**src/sv/simd_md_pkg.sv**
```systemverilog
`timescale 1ns / 1ps
package simd_md_pkg;

  typedef enum logic [3:0] {
    K_DIV     = 4'd0,
    K_DIVU    = 4'd1,
    K_MULT    = 4'd2,
    K_MULTU   = 4'd3,
    K_PDIVBW  = 4'd4,
    K_PDIVUW  = 4'd5,
    K_PDIVW   = 4'd6,
    K_PMULTH  = 4'd7,
    K_PMULTUW = 4'd8,
    K_PMULTW  = 4'd9
  } kind_t;

  typedef enum logic [2:0] {
    ST_IDLE,
    ST_LOAD,
    ST_RUN,
    ST_FIX,
    ST_DONE
  } state_t;

  localparam int unsigned WordW = 32;
  localparam int unsigned Lanes = 4;
  localparam int unsigned CntW  = $clog2(WordW + 1);

  function automatic logic [63:0] sext32(input logic [31:0] x);
    sext32 = {{32{x[31]}}, x};
  endfunction

endpackage

```
**src/sv/simd_md_div.sv**
```systemverilog
`timescale 1ns / 1ps
// Radix-2 restoring divider: one subtract-compare unit per lane, one quotient
// bit per cycle. Operands are magnitudes; the caller fixes signs.
module simd_md_div (
  input  logic        clk,
  input  logic        start,
  input  logic [31:0] num,
  input  logic [31:0] den,
  output logic [31:0] quo,
  output logic [31:0] rem
);
  import simd_md_pkg::*;

  logic [31:0] q_r, r_r, d_r;
  logic [32:0] sh;
  logic [32:0] diff;

  always_comb begin
    sh   = {r_r, q_r[31]};
    diff = sh - {1'b0, d_r};
  end

  always_ff @(posedge clk) begin
    if (start) begin
      q_r <= num;
      r_r <= '0;
      d_r <= den;
    end else begin
      if (!diff[32]) begin
        r_r <= diff[31:0];
        q_r <= {q_r[30:0], 1'b1};
      end else begin
        r_r <= sh[31:0];
        q_r <= {q_r[30:0], 1'b0};
      end
    end
  end

  assign quo = q_r;
  assign rem = r_r;
endmodule

```
**config.mk**
```make
export PLATFORM = sky130hd
export DESIGN_NAME = simd_md_div
export DESIGN_NICKNAME = d
export VERILOG_FILES = /design/src/sv/simd_md_pkg.sv /design/src/sv/simd_md_div.sv
export SDC_FILE = /design/constraint.sdc
export NUM_CORES = 1
export LEC_CHECK = 0
export ABC_AREA = 0
export BUFFER_PORTS_ARGS = -buffer_cell sky130_fd_sc_hd__buf_2
export CELL_PAD_IN_SITES_DETAIL_PLACEMENT = 1
export CELL_PAD_IN_SITES_GLOBAL_PLACEMENT = 2
export CORE_UTILIZATION = 34
export CTS_CLUSTER_DIAMETER = 150
export DETAILED_ROUTE_END_ITERATION = 8
export PLACE_DENSITY = 0.89
export SLEW_MARGIN = 30
export SYNTH_ARGS = -nofsm -noshare
export SYNTH_HDL_FRONTEND = slang
export SYNTH_SLANG_ARGS = --single-unit
```
**constraint.sdc**
```tcl
create_clock -name clk -period 5.8 [get_ports clk]
set_clock_uncertainty 0.15 [all_clocks]
set_input_delay 0.58 -clock clk [delete_from_list [all_inputs] [get_ports clk]]
set_output_delay 0.58 -clock clk [all_outputs]
set_load 0.02 [all_outputs]
```
==> results.md, run 1 <==
* Boundary pin count at 130
* Port Buffer Count at approximately 130
* Switching part of the total at 0.271
* Achievable Freq at approximately 250 MHz
* Largest net degree at the start of global routing at between 50 and 60
* Share of power burned in registers at 0.489
* Fin crit share at 0.695
* Slowest cell delay on critical path at 700 ps
* Unrepaired setup endpoints after global routing: false
* Leakage power total at 2.73 nW
* Nature of the critical path startpoint: flop
* # clock sinks at 96
* Reg-to-Reg End: rem[27]$_SDFF_PP0_
* Rel. slew slack at 0.419
* Share of layout cells above drive strength 1 at 0.288
* CP Max Fanout at 35
* Synth warnings at 0
* Post-Synthesis Cells at 507
* Antenna cells at 0
* Library cells used by synthesis at 53
* Minimum clock period at ~4000 ps
* CP required at 5930 ps
* Setup TNS at 0 ps
* Power per cell area at between 200 and 300 nW/um^2
* Max-slew violations at 0
* Final-report setup violation count at 0
* Origin of the worst min-delay path: den[29]
* Detailed router's first-iteration violation count at 166
* Clk pwr share at 0.369
* Vias at 4,141
* Max_cap viols at 0
* Clock-pin slew on the worst setup and hold paths at 70 ps
* Initial antenna violation count at 0
* Chip Width at approximately 120 um
* Postcts setup bufs at 0
* Max VDD drop at between 0.00015 and 0.0002 V
* Clock Latency Late Sink at roughly 350 ps
* Fin Hold WS at 246 ps
* Post_cts resized at 0
* Die H at 122 um
* Seq cells post-synth at 96
* Number of flops mapped to enable cells by yosys at 32
* Vias in the first global route at 4,467
* Status: finished clean
* Mapped Area at 4920 um^2
* Nets at between 700 and 800
* Routed wire length at 13,200 um
* Grt total ovfl at 0
* Avg Synthesized Cell Area at 9.70 um^2
* CP Cell Sequence: inv_1, ha_1, fa_1, nand2b_1, a21oi_1, o21a_1, a311o_1, a31oi_1, a221o_2, nor2_4, nand2_1, o22ai_1
* Comb pwr share at 0.142
* Int Pwr at 1.13 mW
* Vias/cell at 5.08
* CP top delay family: compound AO/OA/AOI/OAI gates
* R2r worst-path depth at 12
* WHS Endpoint: d_r[29]$_DFFE_PP_
* Total Routing Usage GR at 0.187
* CTS tree: built
* Hold Vio Cnt, Final at 0
* Pre-CTS setup slack at 1750 ps
* Dpl hpwl at about 9900 um
* Syn-to-layout area delta at 21.7%
* Ranking of synthesized cells by area: dfxtp_1 26%, edfxtp_1 20%, ha_1 8.1%
* Area share of the largest cell type after synthesis at 0.260
* Final core occ at 0.428
* First-pass GRT wire length at 21,500 um
* Slowest cell on crit path: nor2_4
* CTS Buf Count at 9
* Crit Path Class: flop to flop
* Async SR Flop Fraction at 0
* CTS Buffer Depth at 2
* Switching power at 0.420 mW
* Root buf cell: clkbuf_16
* Worst R2R Setup Slack at 1770 ps
* Initial core utilization at 0.352
* H-tree levels at 3
* Worst slew pin tran at 870 ps
* Final Worst Setup Slack at roughly 1800 ps
* Hold Crit Depth at 1
* Die area at approximately 15,000 um^2
* Sequential fraction of the synthesis area at 0.456
* Total power draw at 1.55 mW
* GPL Wtd Cong at 0.782
* Routed WL per cell at 16.1 um
* Top cell type by total area after synthesis: dfxtp_1
* Data arrival, critical path at 4150 ps
* Hold_buf cts at 0
* Worst path bufs/invs at 1
* Hold crit path type: input pin to flop
* Antenna Nets Post-Route at 0
* Worst Setup End Kind: flop
* Mapped Nets at 606
* Main synth FF type: dfxtp_1
* Cell Rows at 43
* Core box area at 14,000 um^2
* First-pass detailed-route iteration total at 4
* DRC at 0
* RR Startpoint: quo[31]$_DFF_P_
==> metrics by stage <==
stage / instances / area (um^2)
after floorplan: 507 / 4920
after global placement: 799 / 5710
after detailed placement: 799 / 5710
after CTS: 815 / 5990
after global routing: 815 / 5990
final: 815 / 5990
==> cell type report <==
cell class	count	area, um^2
Clock buffer	10	229
Multi-Input combinational cell	350	2420
Fill cell	1651	8000
Timing Repair Buffer	130	656
Inverter	43	161
Tap cell	180	225
Sequential cell	96	2240
Clock inverter	6	50.0
==> cell usage in the layout, fill, tap and decap left out, types with 5 or more instances in the layout <==
| master | netlist | layout |
|---|---|---|
| o21ai_0 | 17 | 17 |
| xnor2_1 | 16 | 16 |
| nand4_1 | 7 | 7 |
| o21bai_1 | 5 | 5 |
| buf_2 | 3 | 128 |
| nand2b_1 | 7 | 7 |
| a21o_1 | 10 | 10 |
| nand3_1 | 10 | 10 |
| ha_1 | 32 | 32 |
| dfxtp_1 | 64 | 64 |
| a21oi_1 | 59 | 59 |
| nand2_1 | 68 | 68 |
| clkbuf_16 | 0 | 9 |
| xor2_1 | 9 | 9 |
| a31oi_1 | 5 | 5 |
| edfxtp_1 | 32 | 32 |
| mux2_2 | 32 | 32 |
| inv_1 | 43 | 43 |
| nor2_1 | 14 | 14 |
==> routing by layer <==
layer / track usage / wire length, um / vias to the layer above
li1: - / - / 2031
met1: 0.216 / 5680 / 1977
met2: 0.323 / 6460 / 120
met3: 0.0572 / 844 / 13
met4: 0.0671 / 173 / 0
met5: 0 / 0 / -
==> Yosys cell counts, drive strengths merged, types with 2 or more instances <==
master	count
o21ai	17
nand3	10
o22ai	2
o311ai	2
nor4	4
and2	3
nand4	7
nor3	4
xnor2	16
buf	10
ha	32
a31o	2
o21a	3
nand2	68
inv	43
a21oi	59
or3	4
nor3b	2
nor2b	4
and4	2
a31oi	5
xor2	9
and3	3
edfxtp	32
clkbuf	8
nor2	15
o21bai	5
mux2	32
dfxtp	64
a21o	10
nand2b	7
a211oi	4
o211ai	4
==> registers in the layout (all words and copies together), names as in the netlist <==
| signal | count |
|---|---|
| rem | 32 |
| quo | 32 |
| d_r | 32 |
==> worst max path at each step <==
stage	startpoint	to	slack, ps	cells after the start
detailed placement	quo[31]$_DFF_P_	rem[23]$_SDFF_PP0_	1750	12
global placement	quo[31]$_DFF_P_	rem[27]$_SDFF_PP0_	1910	12
finish	quo[31]$_DFF_P_	rem[27]$_SDFF_PP0_	1770	12
global route	quo[31]$_DFF_P_	rem[23]$_SDFF_PP0_	1450	12
CTS	quo[31]$_DFF_P_	rem[27]$_SDFF_PP0_	1710	12
floorplan	quo[31]$_DFF_P_	rem[10]$_SDFF_PP0_	2540	14
==> worst reg2reg max path, stage by stage (launching register included) <==
cell      delay [ps]
dfxtp_1          350
inv_1             50
ha_1             220
fa_1             390
nand2b_1         200
a21oi_1          200
o21a_1           250
a311o_1          260
a31oi_1          200
a221o_2          440
nor2_4           700
nand2_1          310
o22ai_1          230
==> power by group through the flow <==
stage	sequential (mW)	clock (mW)	combinational, mW
floorplan	0.799	0	0.111
global placement	0.771	0	0.215
detailed placement	0.773	0	0.221
CTS	0.758	0.596	0.224
global route	0.763	0.614	0.241
finish	0.758	0.571	0.221
==> cells by family (layout without fill, tap and decap cells) <==
logic type / after synthesis / count (layout) / share of synthesized area
simple gates: 135 / 135 / 0.129
compound gates: 124 / 124 / 0.158
flops: 96 / 96 / 0.456
buf+inv: 61 / 189 / 0.0519
fa+ha+maj: 33 / 33 / 0.0855
mux: 33 / 33 / 0.0753
xor+xnor: 25 / 25 / 0.0445
Note: power is estimated with default switching activity, not from simulation.
==> run 2: changes to the inputs <==
--- a/config.mk
+++ b/config.mk
@@ -9,10 +9,10 @@
 export BUFFER_PORTS_ARGS = -buffer_cell sky130_fd_sc_hd__buf_2
 export CELL_PAD_IN_SITES_DETAIL_PLACEMENT = 1
 export CELL_PAD_IN_SITES_GLOBAL_PLACEMENT = 2
-export CORE_UTILIZATION = 34
+export CORE_UTILIZATION = 29
 export CTS_CLUSTER_DIAMETER = 150
 export DETAILED_ROUTE_END_ITERATION = 8
-export PLACE_DENSITY = 0.89
+export PLACE_DENSITY = 0.81
 export SLEW_MARGIN = 30
 export SYNTH_ARGS = -nofsm -noshare
 export SYNTH_HDL_FRONTEND = slang
==> constraint.sdc (replaced) <==
create_clock -name clk -period 3.5 [get_ports clk]
set_clock_uncertainty 0.15 [all_clocks]
set_input_delay 0.35 -clock clk [delete_from_list [all_inputs] [get_ports clk]]
set_output_delay 0.35 -clock clk [all_outputs]
set_load 0.02 [all_outputs]
==> results.md, run 2 (synthesis gave the netlist of run 1 again) <==
* Status: finished clean
* Routed wire length at 13,600 um (+3.4%)
* Nature of the critical path startpoint: flop
* Nets at 744 (+2.1%)
* CTS Buf Count at 9 (unchanged)
* Fin Hold WS at 13.6 ps (-233 ps)
* Final-report setup violation count at 0 (unchanged)
* Comb pwr share at 0.142 (about the same)
* CP top delay family: compound AO/OA/AOI/OAI gates
* Cell Rows at 47 (+9.3%)
* Fill cell count at 1,964 (+19%)
* Data arrival, critical path at 3480 ps (-670 ps)
* Vias at 4,176 (+0.85%)
* DRC at 0 (unchanged)
* Achievable Freq at 299 MHz (+21%)
* Die H at 132 um (+8.1%)
* Rel. slew slack at 0.689 (+0.270)
* Fin cells at 870 (+6.7%)
* # clock sinks at 96 (unchanged)
* Slowest cell on crit path: a221o_2
* Total Routing Usage GR at 0.161 (-0.0259)
* Register Area at 2240 um^2 (about the same)
* Worst path bufs/invs at 2 (+1)
* Max-slew violations at 0 (unchanged)
* Worst Setup End Kind: flop
* Die area at 17,500 um^2 (+17%)
* Max_cap viols at 0 (unchanged)
* Routed WL per cell at 15.6 um (-3.1%)
* Port Buffer Count at 129 (unchanged)
* Clk pwr share at 0.381 (+0.012)
* Grt total ovfl at 0 (unchanged)
* First-pass detailed-route iteration total at 5 (+1)
* Switching power at 0.711 mW (+69%)
* Minimum clock period at 3340 ps (-688 ps)
* Area of the multi-input gates at 2460 um^2 (+1.5%)
* Int Pwr at 1.92 mW (+70%)
* H-tree levels at 3 (unchanged)
* Most frequent cells in the layout: 128 x buf_2, 68 x nand2_1, 63 x dfxtp_1, 58 x a21oi_1, 43 x inv_1
* Share of power burned in registers at 0.477 (-0.012)
* Most frequent CP cell: buf_4
* CP Cell Sequence: ha_2, fa_1, nand2b_4, a21oi_4, o21a_1, a311o_1, a31oi_4, a221o_2, buf_4, buf_4, or3_1, a21oi_1
* Chip Width at 132 um (+8.1%)
* Core box area at 16,600 um^2 (+19%)
* Syn-to-layout area delta at 26.8%
* First-pass GRT wire length at 22,300 um (+3.8%)
* Leakage power total at 2.82 nW (+3.2%)
* Vias/cell at 4.80 (-5.5%)
* Clock-pin slew on the worst setup and hold paths at 80 ps (about the same)
* Fin crit share at 0.954 (+0.260)
* CTS Buffer Depth at 2 (unchanged)
* GPL Wtd Cong at 0.818 (+4.7%)
* Crit Path Class: flop to flop
* Switching part of the total at 0.270 (-0.000861)
* CTS tree: built
* Antenna Nets Post-Route at 0 (unchanged)
* Share of layout cells above drive strength 1 at 0.303 (+0.0149)
* Worst slew pin tran at 461 ps (-409 ps)
* CP required at 3630 ps (-2300 ps)
* Slowest cell delay on critical path at 440 ps (-260 ps)
* Initial core utilization at 0.297 (-0.0550)
* Commonest non-fill, non-tap cell in the layout: buf_2
* Power per cell area at 422 nW/um^2 (+63%)
* Max VDD drop at 0.000316 V (+78%)
* Root buf cell: clkbuf_16
* Largest net degree at the start of global routing at 36 (-31%)
* Vias in the first global route at 4,426 (-0.92%)
* Detailed router's first-iteration violation count at 148 (-11%)
* Dpl hpwl at 10,400 um (+5.5%)
* Boundary pin count at 130 (unchanged)
* Clock Latency Late Sink at 360 ps (about the same)
* Antenna cells at 0 (unchanged)
* Placed instance count at 847 (+6.0%)
* Hold crit path type: input pin to flop
* CP Max Fanout at 4 (-89%)
* Hold Vio Cnt, Final at 0 (unchanged)
* Initial antenna violation count at 0 (unchanged)
## run 2: metal layers
| metal | up-vias | part of all wire | global-route usage |
|---|---|---|---|
| met1 | 1988 | 0.44 | 0.190 |
| met5 | - | 0 | 0 |
| met4 | 0 | 0.012 | 0.0460 |
| met3 | 10 | 0.070 | 0.0507 |
| met2 | 114 | 0.48 | 0.278 |
| li1 | 2064 | - | - |
## run 2: final timing paths
kind / endpoint / cells after the start / slack (ps) / start
max: rem[1]$_SDFF_PP0_ / 12 / 160 / d_r[0]$_DFFE_PP_
min: d_r[30]$_DFFE_PP_ / 1 / 10 / den[30]
max reg2reg: rem[1]$_SDFF_PP0_ / 12 / 160 / d_r[0]$_DFFE_PP_
min reg2reg: rem[0]$_SDFF_PP0_ / 2 / 330 / quo[31]$_DFF_P_
## run 2: timing repair
action,CTS,global route
gates resized for setup,0,8
endpoints found under the hold margin,5,0
setup endpoints to repair,0,31
hold buffers,5,0
setup buffers,0,2
## run 2: power groups by stage
stage | sequential [mW] | clock [mW] | combinational, mW
floorplan | 1.32 | 0 | 0.184
global placement | 1.28 | 0 | 0.358
detailed placement | 1.28 | 0 | 0.367
CTS | 1.26 | 1.04 | 0.372
global route | 1.27 | 1.08 | 0.412
finish | 1.26 | 1.00 | 0.374
## run 2: area by class of cell
type | instances | area share
Multi-Input combinational cell | 350 | 0.394
Tap cell | 220 | 0.0441
Timing Repair Buffer | 145 | 0.128
Clock inverter | 5 | 0.00782
Clock buffer | 11 | 0.0407
Inverter | 43 | 0.0259
Sequential cell | 96 | 0.360
## run 2: stage by stage
stage	utilization	worst slack, ps	power [mW]	cell area [um^2]	TNS, ps
floorplan	-	241	1.51	4920	0
global placement	0.352	151	1.64	5830	0
detailed placement	0.352	10.9	1.65	5830	0
CTS	0.373	2.51	2.67	6180	0
global route	0.376	-3.79	2.76	6240	-7.25
finish	0.376	159	2.63	6240	0
==> run 3: changes to the inputs <==
==> constraint.sdc (replaced) <==
create_clock -name clk -period 3.5 [get_ports clk]
set_clock_uncertainty 0.15 [all_clocks]
set_input_delay 0.525 -clock clk [delete_from_list [all_inputs] [get_ports clk]]
set_output_delay 0.525 -clock clk [all_outputs]
set_load 0.02 [all_outputs]
==> results.md, run 3 (synthesis gave the netlist of run 1 again) <==
* Antenna cells at 0 (unchanged)
* Routed WL per cell at 15.7 um (+0.34%)
* Slowest cell on crit path: a221o_2
* Switching power at 0.732 mW (+3.0%)
* Chip Width at 132 um (unchanged)
* Vias/cell at 4.82 (+0.33%)
* Minimum clock period at 3300 ps (-44.6 ps)
* Share of layout cells above drive strength 1 at 0.304 (+0.00127)
* Worst slew pin tran at 553 ps (+91.2 ps)
* Grt total ovfl at 0 (unchanged)
* Clock-pin slew on the worst setup and hold paths at 80 ps (about the same)
* Nature of the critical path startpoint: flop
* Worst Setup End Kind: flop
* Max_cap viols at 0 (unchanged)
* Die area at 17,500 um^2 (unchanged)
* Core box area at 16,600 um^2 (unchanged)
* Hold Vio Cnt, Final at 0 (unchanged)
* Largest net degree at the start of global routing at 46 (+28%)
* Port Buffer Count at 129 (unchanged)
* Achievable Freq at 303 MHz (+1.4%)
* Commonest non-fill, non-tap cell in the layout: buf_2
* Final Instance Area at 6170 um^2 (-1.1%)
* Initial antenna violation count at 0 (unchanged)
* Hold Crit Depth at 1 (unchanged)
* First-pass detailed-route iteration total at 4 (-1)
* Worst path bufs/invs at 2 (unchanged)
* Power per cell area at 426 nW/um^2 (+1.0%)
* GPL Wtd Cong at 0.820 (+0.21%)
* Leakage power total at 2.79 nW (-1.0%)
* First-pass GRT wire length at 22,400 um (+0.43%)
* Die H at 132 um (unchanged)
* R2r worst-path depth at 12 (unchanged)
* Slowest cell delay on critical path at 430 ps (about the same)
* Area of the multi-input gates at 2450 um^2 (-0.36%)
* Max VDD drop at 0.000272 V (-14%)
* Comb pwr share at 0.139 (-0.003)
* Nets at 738 (-0.81%)
* # clock sinks at 96 (unchanged)
* Antenna Nets Post-Route at 0 (unchanged)
* Cell Rows at 47 (unchanged)
* Share of power burned in registers at 0.477 (about the same)
* Clock Latency Late Sink at 360 ps (about the same)
* CTS Buf Count at 9 (unchanged)
* Int Pwr at 1.90 mW (-1.2%)
* CP Cell Sequence: inv_1, ha_1, fa_1, nand2b_1, a21oi_2, o21a_1, a311o_1, a31oi_4, a221o_2, buf_4, or3_1, a21oi_1
* Fin Hold WS at 186 ps (+173 ps)
* Syn-to-layout area delta at 25.4%
* Crit Path Class: flop to flop
* Initial core utilization at 0.297 (unchanged)
* DRC at 0 (unchanged)
* CP Max Fanout at 4 (unchanged)
* Status: finished clean
* Unrepaired setup endpoints after global routing: false
* Dpl hpwl at 10,400 um (-0.41%)
* Data arrival, critical path at 3430 ps (-50 ps)
* Setup TNS at 0 ps (unchanged)
* H-tree levels at 3 (unchanged)
* CTS tree: built
* CP top delay family: compound AO/OA/AOI/OAI gates
* CTS Buffer Depth at 2 (unchanged)
* Routed wire length at 13,600 um (-0.35%)
* Final-report setup violation count at 0 (unchanged)
* Rel. slew slack at 0.632 (-0.0575)
* Total Routing Usage GR at 0.161 (+0.000410)
* Register Area at 2240 um^2 (about the same)
* Post-DP Area at 5830 um^2 (unchanged)
* Hold_buf cts at 0 (-5)
* CP required at 3630 ps (about the same)
* WP depth at 12 (unchanged)
* Clk pwr share at 0.384 (+0.003)
* Vias at 4,161 (-0.36%)
* Root buf cell: clkbuf_16
* Most frequent cells in the layout: 128 x buf_2, 68 x nand2_1, 64 x dfxtp_1, 58 x a21oi_1, 43 x inv_1
* Vias in the first global route at 4,486 (+1.4%)
* Boundary pin count at 130 (unchanged)
* Detailed router's first-iteration violation count at 197 (+33%)
* Hold crit path type: input pin to flop
* Fill cell count at 1,980 (+0.81%)
* Fin crit share at 0.942 (-0.0127)
* Switching part of the total at 0.278 (+0.00837)
* Max-slew violations at 0 (unchanged)
run 3: cell count changes in the layout (fill, tap and decap cells not counted), sizes merged:
cell         previous run  this run
buf                   140       139
clkbuf                 11        10
dlygate4sd3             5         0
inv                    45        46
run 3: timing repair:
item / in CTS / in global routing
buffers inserted: 0 / 1
setup endpoints to repair: 0 / 31
resized for setup: 0 / 6
run 3: worst reg2reg max path, stage by stage (launching register included):
cell and delay, ps:
dfxtp_1 350, inv_1 50, ha_1 220, fa_1 380, nand2b_1 200, a21oi_2 160
o21a_1 170, a311o_1 300, a31oi_4 150, a221o_2 430, buf_4 160, or3_1 350
a21oi_1 170
run 3: per-stage QoR:
stage,utilization,worst slack (ps),power [mW],std cells
global placement,0.352,165,1.64,847
finish,0.372,204,2.63,864
CTS,0.370,42.9,2.68,863
detailed placement,0.352,62.8,1.65,847
floorplan,-,241,1.51,507
global route,0.372,7.59,2.75,864
run 3: final cells by class:
type | count | share of cell area
repair buffers | 139 | 0.120
well taps | 220 | 0.0446
clock buffers | 10 | 0.0387
flip-flops and latches | 96 | 0.363
clock inverters | 6 | 0.0101
inverters | 43 | 0.0262
multi-input cells | 350 | 0.397
run 3: final timing paths:
check | from | to | slack [ps]
max | quo[31]$_DFF_P_ | rem[1]$_SDFF_PP0_ | 200
min | den[10] | d_r[10]$_DFFE_PP_ | 190
max reg2reg | quo[31]$_DFF_P_ | rem[1]$_SDFF_PP0_ | 200
min reg2reg | quo[31]$_DFF_P_ | rem[0]$_SDFF_PP0_ | 320
run 3: power by group through the flow:
| stage | Clock [mW] | Sequential [mW] | Combinational, mW |
|---|---|---|---|
| after global placement | 0 | 1.28 | 0.358 |
| after detailed placement | 0 | 1.28 | 0.367 |
| after floorplan | 0 | 1.32 | 0.184 |
| after global routing | 1.09 | 1.26 | 0.403 |
| after CTS | 1.05 | 1.26 | 0.369 |
| final | 1.01 | 1.26 | 0.365 |
run 3: routing by layer:
metal	vias to the layer above	routed length [um]	GRT usage
li1	2056	-	-
met1	1985	6030	0.186
met2	108	6420	0.278
met3	12	946	0.0561
met4	0	159	0.0517
met5	-	0	0
